==> config.mk <==
export PLATFORM = sky130hd
export DESIGN_NAME = calendar_days_between_core
export DESIGN_NICKNAME = d
export VERILOG_FILES = /design/src/design/cdb_pkg.sv /design/src/design/cdb_leap.sv /design/src/design/cdb_step.sv /design/src/design/calendar_days_between_core.sv
export SDC_FILE = /design/constraint.sdc
export NUM_CORES = 1
export LEC_CHECK = 0
export BUFFER_PORTS_ARGS = -buffer_cell sky130_fd_sc_hd__buf_2
export CAP_MARGIN = 20
export CORE_MARGIN = 4
export CORE_UTILIZATION = 25
export DETAILED_ROUTE_END_ITERATION = 10
export PLACE_DENSITY = 0.45
export SYNTH_ARGS = -nofsm -noshare
export SYNTH_HDL_FRONTEND = slang
export SYNTH_HIERARCHICAL = 1
export SYNTH_SLANG_ARGS = --single-unit
==> constraint.sdc <==
create_clock -name clk_i -period 10.5 [get_ports clk_i]
set_clock_uncertainty 0.1 [all_clocks]
set_input_delay 2.1 -clock clk_i [delete_from_list [all_inputs] [get_ports clk_i]]
set_output_delay 2.1 -clock clk_i [all_outputs]
set_load 0.01 [all_outputs]
==> src/design/cdb_pkg.sv <==
package cdb_pkg;

  localparam int unsigned YearW  = 14;
  localparam int unsigned MonthW = 4;
  localparam int unsigned RawDayW = 6;
  localparam int unsigned DayW   = 5;
  localparam int unsigned CountW = 22;

  localparam logic [YearW-1:0] MaxYear = 14'd9999;

  localparam logic [12:0] Recip100 = 13'd5243;
  localparam int unsigned RecipShift = 19;
  localparam int unsigned QuotW = 8;

  localparam logic [MonthW-1:0] MonthJan = 4'd1;
  localparam logic [MonthW-1:0] MonthFeb = 4'd2;
  localparam logic [MonthW-1:0] MonthApr = 4'd4;
  localparam logic [MonthW-1:0] MonthJun = 4'd6;
  localparam logic [MonthW-1:0] MonthSep = 4'd9;
  localparam logic [MonthW-1:0] MonthNov = 4'd11;
  localparam logic [MonthW-1:0] MonthDec = 4'd12;

  typedef struct packed {
    logic [YearW-1:0]  year;
    logic [MonthW-1:0] month;
    logic [DayW-1:0]   day;
  } date_t;

  typedef enum logic [3:0] {
    StIdle,
    StNorm0,
    StNorm1,
    StNorm2,
    StNorm3,
    StOrder,
    StWalk,
    StLeap0,
    StLeap1,
    StLeap2
  } state_e;

  function automatic logic [DayW-1:0] month_len(input logic [MonthW-1:0] month,
                                                input logic leap);
    logic [DayW-1:0] len;
    case (month)
      MonthFeb: len = leap ? 5'd29 : 5'd28;
      MonthApr, MonthJun, MonthSep, MonthNov: len = 5'd30;
      default: len = 5'd31;
    endcase
    return len;
  endfunction

endpackage

==> src/design/cdb_leap.sv <==
module cdb_leap (
  input  logic                          clk_i,
  input  logic [cdb_pkg::YearW-1:0]     year_i,
  output logic                          leap_o
);

  logic [cdb_pkg::YearW+12:0]    prod;
  logic [cdb_pkg::YearW-1:0]     year_q;
  logic [cdb_pkg::QuotW-1:0]     quot_q;
  logic [cdb_pkg::QuotW+6:0]     hundreds;
  logic                          div100;
  logic                          leap_d;
  logic                          leap_q;

  assign prod = year_i * cdb_pkg::Recip100;

  always_ff @(posedge clk_i) begin
    year_q <= year_i;
    quot_q <= prod[cdb_pkg::RecipShift +: cdb_pkg::QuotW];
  end

  always_comb begin
    hundreds = quot_q * 7'd100;
    div100   = (hundreds == {1'b0, year_q});
    leap_d   = (year_q[1:0] == 2'b00) && (!div100 || (quot_q[1:0] == 2'b00));
  end

  always_ff @(posedge clk_i) begin
    leap_q <= leap_d;
  end

  assign leap_o = leap_q;

endmodule

==> src/design/cdb_step.sv <==
module cdb_step (
  input  cdb_pkg::date_t date_i,
  input  logic           leap_i,
  output cdb_pkg::date_t date_o,
  output logic           year_wrap_o
);

  logic [cdb_pkg::DayW-1:0] len;

  always_comb begin
    len         = cdb_pkg::month_len(date_i.month, leap_i);
    date_o      = date_i;
    year_wrap_o = 1'b0;
    if (date_i.day < len) begin
      date_o.day = date_i.day + 5'd1;
    end else begin
      date_o.day = 5'd1;
      if (date_i.month < cdb_pkg::MonthDec) begin
        date_o.month = date_i.month + 4'd1;
      end else begin
        date_o.month = cdb_pkg::MonthJan;
        date_o.year  = date_i.year + 14'd1;
        year_wrap_o  = 1'b1;
      end
    end
  end

endmodule

==> src/design/calendar_days_between_core.sv <==
// Counts the days between two Gregorian dates. Each day is clamped into the
// length of its month (month codes outside 1 to 12 clamp to January or
// December, years above MaxYear saturate), the dates are ordered, and the
// earlier one is stepped forward one day per cycle, pausing for the leap check
// at each year boundary crossed, until it meets the later one. Setup states
// clamp the days and order the dates before the walk, and a single date
// stepper advances it. The count saturates at the 22-bit maximum. The result
// sits in an output register, so a new request can be taken while the last
// result waits.
module calendar_days_between_core #(
  parameter logic [cdb_pkg::YearW-1:0] MaxYear = cdb_pkg::MaxYear
) (
  input  logic                            clk_i,
  input  logic                            rst_ni,
  input  logic                            in_valid_i,
  output logic                            in_ready_o,
  input  logic [cdb_pkg::YearW-1:0]       first_year_i,
  input  logic [cdb_pkg::MonthW-1:0]      first_month_i,
  input  logic [cdb_pkg::RawDayW-1:0]     first_day_i,
  input  logic [cdb_pkg::YearW-1:0]       second_year_i,
  input  logic [cdb_pkg::MonthW-1:0]      second_month_i,
  input  logic [cdb_pkg::RawDayW-1:0]     second_day_i,
  output logic                            out_valid_o,
  input  logic                            out_ready_i,
  output logic [cdb_pkg::CountW-1:0]      day_count_o
);

  cdb_pkg::state_e state_q, state_d;

  logic [cdb_pkg::YearW-1:0]   a_year_q, a_year_d, b_year_q, b_year_d;
  logic [cdb_pkg::MonthW-1:0]  a_month_q, a_month_d, b_month_q, b_month_d;
  logic [cdb_pkg::RawDayW-1:0] a_day_q, a_day_d, b_day_q, b_day_d;
  logic                        a_leap_q, a_leap_d, b_leap_q, b_leap_d;

  cdb_pkg::date_t              walk_q, walk_d, goal_q, goal_d;
  logic                        walk_leap_q, walk_leap_d;
  logic [cdb_pkg::CountW-1:0]  count_q, count_d;

  logic                        out_valid_q, out_valid_d;
  logic [cdb_pkg::CountW-1:0]  out_count_q, out_count_d;

  logic [cdb_pkg::YearW-1:0]   leap_year;
  logic                        leap;
  cdb_pkg::date_t              next_date;
  logic                        year_wrap;
  cdb_pkg::date_t              a_date, b_date;

  cdb_leap u_leap (
    .clk_i  (clk_i),
    .year_i (leap_year),
    .leap_o (leap)
  );

  cdb_step u_step (
    .date_i      (walk_q),
    .leap_i      (walk_leap_q),
    .date_o      (next_date),
    .year_wrap_o (year_wrap)
  );

  function automatic logic [cdb_pkg::MonthW-1:0] clamp_month(
    input logic [cdb_pkg::MonthW-1:0] month);
    logic [cdb_pkg::MonthW-1:0] m;
    m = month;
    if (month == 4'd0) begin
      m = cdb_pkg::MonthJan;
    end else if (month > cdb_pkg::MonthDec) begin
      m = cdb_pkg::MonthDec;
    end
    return m;
  endfunction

  function automatic logic [cdb_pkg::RawDayW-1:0] clamp_day(
    input logic [cdb_pkg::RawDayW-1:0] day,
    input logic [cdb_pkg::MonthW-1:0]  month,
    input logic                        leap_in);
    logic [cdb_pkg::DayW-1:0]    len;
    logic [cdb_pkg::RawDayW-1:0] d;
    len = cdb_pkg::month_len(month, leap_in);
    d   = day;
    if (day > {1'b0, len}) begin
      d = {1'b0, len};
    end else if (day == 6'd0) begin
      d = 6'd1;
    end
    return d;
  endfunction

  assign a_date = '{year: a_year_q, month: a_month_q, day: a_day_q[cdb_pkg::DayW-1:0]};
  assign b_date = '{year: b_year_q, month: b_month_q, day: b_day_q[cdb_pkg::DayW-1:0]};

  always_comb begin
    unique case (state_q)
      cdb_pkg::StNorm0: leap_year = a_year_q;
      cdb_pkg::StNorm1: leap_year = b_year_q;
      default:          leap_year = walk_q.year;
    endcase
  end

  always_comb begin
    state_d     = state_q;
    a_year_d    = a_year_q;
    a_month_d   = a_month_q;
    a_day_d     = a_day_q;
    a_leap_d    = a_leap_q;
    b_year_d    = b_year_q;
    b_month_d   = b_month_q;
    b_day_d     = b_day_q;
    b_leap_d    = b_leap_q;
    walk_d      = walk_q;
    goal_d      = goal_q;
    walk_leap_d = walk_leap_q;
    count_d     = count_q;
    out_valid_d = out_valid_q;
    out_count_d = out_count_q;
    in_ready_o  = 1'b0;

    if (out_valid_q && out_ready_i) begin
      out_valid_d = 1'b0;
    end

    unique case (state_q)
      cdb_pkg::StIdle: begin
        in_ready_o = 1'b1;
        if (in_valid_i) begin
          a_year_d  = (first_year_i > MaxYear) ? MaxYear : first_year_i;
          a_month_d = clamp_month(first_month_i);
          a_day_d   = first_day_i;
          b_year_d  = (second_year_i > MaxYear) ? MaxYear : second_year_i;
          b_month_d = clamp_month(second_month_i);
          b_day_d   = second_day_i;
          state_d   = cdb_pkg::StNorm0;
        end
      end
      cdb_pkg::StNorm0: state_d = cdb_pkg::StNorm1;
      cdb_pkg::StNorm1: state_d = cdb_pkg::StNorm2;
      cdb_pkg::StNorm2: begin
        a_leap_d = leap;
        a_day_d  = clamp_day(a_day_q, a_month_q, leap);
        state_d  = cdb_pkg::StNorm3;
      end
      cdb_pkg::StNorm3: begin
        b_leap_d = leap;
        b_day_d  = clamp_day(b_day_q, b_month_q, leap);
        state_d  = cdb_pkg::StOrder;
      end
      cdb_pkg::StOrder: begin
        count_d = '0;
        if (a_date > b_date) begin
          walk_d      = b_date;
          walk_leap_d = b_leap_q;
          goal_d      = a_date;
        end else begin
          walk_d      = a_date;
          walk_leap_d = a_leap_q;
          goal_d      = b_date;
        end
        state_d = cdb_pkg::StWalk;
      end
      cdb_pkg::StWalk: begin
        if (walk_q == goal_q) begin
          if (!out_valid_q || out_ready_i) begin
            out_valid_d = 1'b1;
            out_count_d = count_q;
            state_d     = cdb_pkg::StIdle;
          end
        end else begin
          walk_d = next_date;
          if (count_q != '1) begin
            count_d = count_q + 22'd1;
          end
          if (year_wrap) begin
            state_d = cdb_pkg::StLeap0;
          end
        end
      end
      cdb_pkg::StLeap0: state_d = cdb_pkg::StLeap1;
      cdb_pkg::StLeap1: state_d = cdb_pkg::StLeap2;
      cdb_pkg::StLeap2: begin
        walk_leap_d = leap;
        state_d     = cdb_pkg::StWalk;
      end
      default: state_d = cdb_pkg::StIdle;
    endcase
  end

  always_ff @(posedge clk_i or negedge rst_ni) begin
    if (!rst_ni) begin
      state_q     <= cdb_pkg::StIdle;
      out_valid_q <= 1'b0;
    end else begin
      state_q     <= state_d;
      out_valid_q <= out_valid_d;
    end
  end

  always_ff @(posedge clk_i) begin
    a_year_q    <= a_year_d;
    a_month_q   <= a_month_d;
    a_day_q     <= a_day_d;
    a_leap_q    <= a_leap_d;
    b_year_q    <= b_year_d;
    b_month_q   <= b_month_d;
    b_day_q     <= b_day_d;
    b_leap_q    <= b_leap_d;
    walk_q      <= walk_d;
    goal_q      <= goal_d;
    walk_leap_q <= walk_leap_d;
    count_q     <= count_d;
    out_count_q <= out_count_d;
  end

  assign out_valid_o = out_valid_q;
  assign day_count_o = out_count_q;

endmodule

==> results.sh <==
export IMPL_placed_area_mm2=0.0138
export IMPL_min_period_over_period_pct=67.7
export IMPL_post_route_min_period_ns=7.11
export IMPL_drc=0
export IMPL_port_buffers=75
export IMPL_outcome="finished clean"
export IMPL_cts_tree="yes"
export IMPL_cts_buffer_depth=2
export IMPL_clkLatencyLatePin_ns=0.46
export IMPL_hold_buffers=0
export IMPL_vias_per_cell=4.34
export IMPL_slowest_stage="nor3_2"
export IMPL_design_core_area_mm2=0.0502
export IMPL_dp_hpwl_mm=23.3
export IMPL_wl_per_cell_um=15.3
export IMPL_avgSynthCellArea_um2=10.8
export IMPL_cts_root_buffer="clkbuf_16"
export IMPL_rsz0062_at_grt="no"
export IMPL_regToRegSetupSlack_ns=3.39
export IMPL_slowest_delay_ns=0.83
export IMPL_rows=82
export IMPL_grt_usage_pct=11.2
export IMPL_synth_seq_cells=169
export IMPL_yosys_top_cells_area="edfxtp_1, ha_1, fa_1"
export IMPL_drt_iter0_markers=447
export IMPL_cts_sinks=169
export IMPL_synth_edff_count=141
export IMPL_grt_pass1_wl_mm=48.4
export IMPL_drive_gt1_share_pct=12.7
export IMPL_setup_viol=0
export IMPL_hold_class="flop to flop"
export IMPL_wl_mm=29.7
export IMPL_path_buf_inv=2
export IMPL_synth_top_flop_cell="edfxtp_1"
export IMPL_hold_ws_ns=0.412
export IMPL_design_area_mm2=0.0144
export IMPL_clock_fmax_mhz=141
export IMPL_post_cts_repair_setup_buffers=0
export IMPL_num_antenna_cells=0
export IMPL_die_area_mm2=0.0544
export IMPL_dr_pass1_iters=5
export IMPL_antenna_left=0
export IMPL_cts_resized_gates=0
export IMPL_grt_overflow_total=0
export IMPL_cts_max_level=4
export IMPL_path_class="flop to flop"
export IMPL_arrival_ns=7.34
export IMPL_synthToLayoutAreaGrowth_pct=13.9
export IMPL_syn_inst=1175
export IMPL_max_cap_violations=0
export IMPL_vias=8406
export IMPL_async_flop_share_pct=2.96
export IMPL_grt_pass1_vias=8676
export IMPL_setup_tns_ns=0
export IMPL_cts_buffers=17
export IMPL_start_util_pct=25.3
export IMPL_yosysUniqueCellTypes=74
export IMPL_yosys_warnings=6
export IMPL_yosysSeqAreaShare_pct=38.0
export IMPL_cp_cell_sequence="nand2b_1 -> nor3_2 -> nor2_1 -> nand2_1 -> nand2_1 -> ha_1 -> fa_1 -> fa_1 -> inv_1 -> fa_1 -> fa_1 -> inv_1 -> ha_1 -> a211oi_1 -> o22a_1 -> a21boi_0 -> o31ai_2 -> a21oi_1 -> o311a_1"
export IMPL_grt_max_degree=50
export IMPL_path_max_fanout=15
export IMPL_placed_cells=1902
export IMPL_synth_top_area_share_pct=33.4
export IMPL_crit_required_ns=10.72
export IMPL_layout_cells_non_filler=1936
export IMPL_critPathTopFamily="adder cells"
export IMPL_gp_congestion=0.775
export IMPL_clk_pin_slew_ns=0.08
export IMPL_final_common_cell="ha_1"
export IMPL_die_h_um=233
export IMPL_finalNetCount=1530
export IMPL_slew_headroom_pct=27.9
export IMPL_yosysTopAreaCell="edfxtp_1"
export IMPL_syn_num_nets=1454
export IMPL_final_hold_viol_count=0
export IMPL_synth_area_mm2=0.0127
export IMPL_ios=76
export IMPL_worstSetupEndpointType="flop"
export IMPL_worst_slew_pin_slew_ns=1.08
export IMPL_die_w_um=233
export IMPL_crit_path_frequent_cell="fa_1"
export IMPL_antenna_found_initial=0
export IMPL_cp_start_kind="flop"
export IMPL_layout_common_cells="ha_1, inv_1, edfxtp_1"
export IMPL_finalMaxSlewViolations=0
-- cell families after synthesis --
group	share of synthesized area, %
fa+ha+maj	26.3
mux	4.10
compound gates	8.35
xor+xnor	5.66
buf+inv	5.84
simple gates	11.7
flops	38.0
-- state kept, by name, summed over array words and instances, names as in the netlist --
register,flops
u_leap/quot_q,8
b_year_q,14
u_leap/year_q,14
a_day_q,6
b_day_q,6
a_leap_q,1
a_month_q,4
count_q,22
day_count_o,22
out_valid_o,1
goal_q,23
b_leap_q,1
u_leap/leap_o,1
b_month_q,4
walk_leap_q,1
walk_q,23
state_q,4
a_year_q,14
-- path summary, 6_finish.rpt --
kind | start | to | cells after the start
worst max-delay path | state_q[0]$_DFFE_PN0P_ | u_leap/quot_q[4]$_DFF_P_ | 19
worst min-delay path | count_q[19]$_SDFFCE_PN0P_ | day_count_o[19]$_DFFE_PP_ | 0
worst max register to register | state_q[0]$_DFFE_PN0P_ | u_leap/quot_q[4]$_DFF_P_ | 19
worst min register to register | count_q[19]$_SDFFCE_PN0P_ | day_count_o[19]$_DFFE_PP_ | 0
max in group asynchronous | rst_ni | out_valid_o$_DFF_PN0_ | 1
min in group asynchronous | rst_ni | state_q[0]$_DFFE_PN0P_ | 1
-- worst reg2reg max path: stages (launching register included) --
cell and delay [ns]:
dfrtp_1 0.48, nand2b_1 0.24, nor3_2 0.83, nor2_1 0.50, nand2_1 0.17, nand2_1 0.27, ha_1 0.43, fa_1 0.52
fa_1 0.52, inv_1 0.05, fa_1 0.46, fa_1 0.54, inv_1 0.04, ha_1 0.30, a211oi_1 0.25, o22a_1 0.22
a21boi_0 0.12, o31ai_2 0.42, a21oi_1 0.17, o311a_1 0.36
-- stage by stage --
stage / utilization, % / setup WS, ns
2_1_floorplan: - / 4.52
3_3_place_gp: 27.5 / 3.50
3_5_place_dp: 27.6 / 3.32
4_1_cts: 28.7 / 3.32
5_1_grt: 28.8 / 2.90
6_report: 28.8 / 3.39
-- cell usage after synthesis, types with 3 or more instances --
cell,number
nor2b_1,11
edfxtp_1,141
fa_1,66
nor3_1,25
xnor2_1,40
or2_2,3
dfrtp_1,5
a211o_1,3
and3_1,6
a21boi_0,3
mux2_2,23
dfxtp_1,23
nor2_1,76
o21bai_1,3
a31oi_1,5
a2111oi_0,3
a21o_1,8
o21ai_0,23
o22ai_1,3
a22oi_1,15
ha_1,161
a211oi_1,4
mux2i_1,26
nand2b_1,24
nand2_1,77
or3_1,8
and2_1,12
nand4_1,15
clkbuf_1,21
nor4_1,9
a21oi_1,61
xor2_1,40
o21a_1,4
buf_6,3
inv_1,153
nand3_1,27
-- final cells by class --
cell class / instances / area, µm²
multi-input cells: 822 / 7130
flip-flops and latches: 169 / 4820
fillers: 5239 / 35700
well taps: 672 / 841
clock buffers: 17 / 425
repair buffers: 87 / 460
clock inverters: 15 / 174
inverters: 154 / 578
-- layer usage --
metal  vias to the layer above  global-route usage, %  share of wire [%]
met3                        12                   1.89                2.9
li1                       4248                      -                  -
met4                         0                   2.13               0.86
met1                      4028                   16.0                 51
met5                         -                      0                  0
met2                       118                   18.0                 46
Power is not shown: default switching activity piles up to over one toggle a cycle in this logic, so the estimate is an artifact.
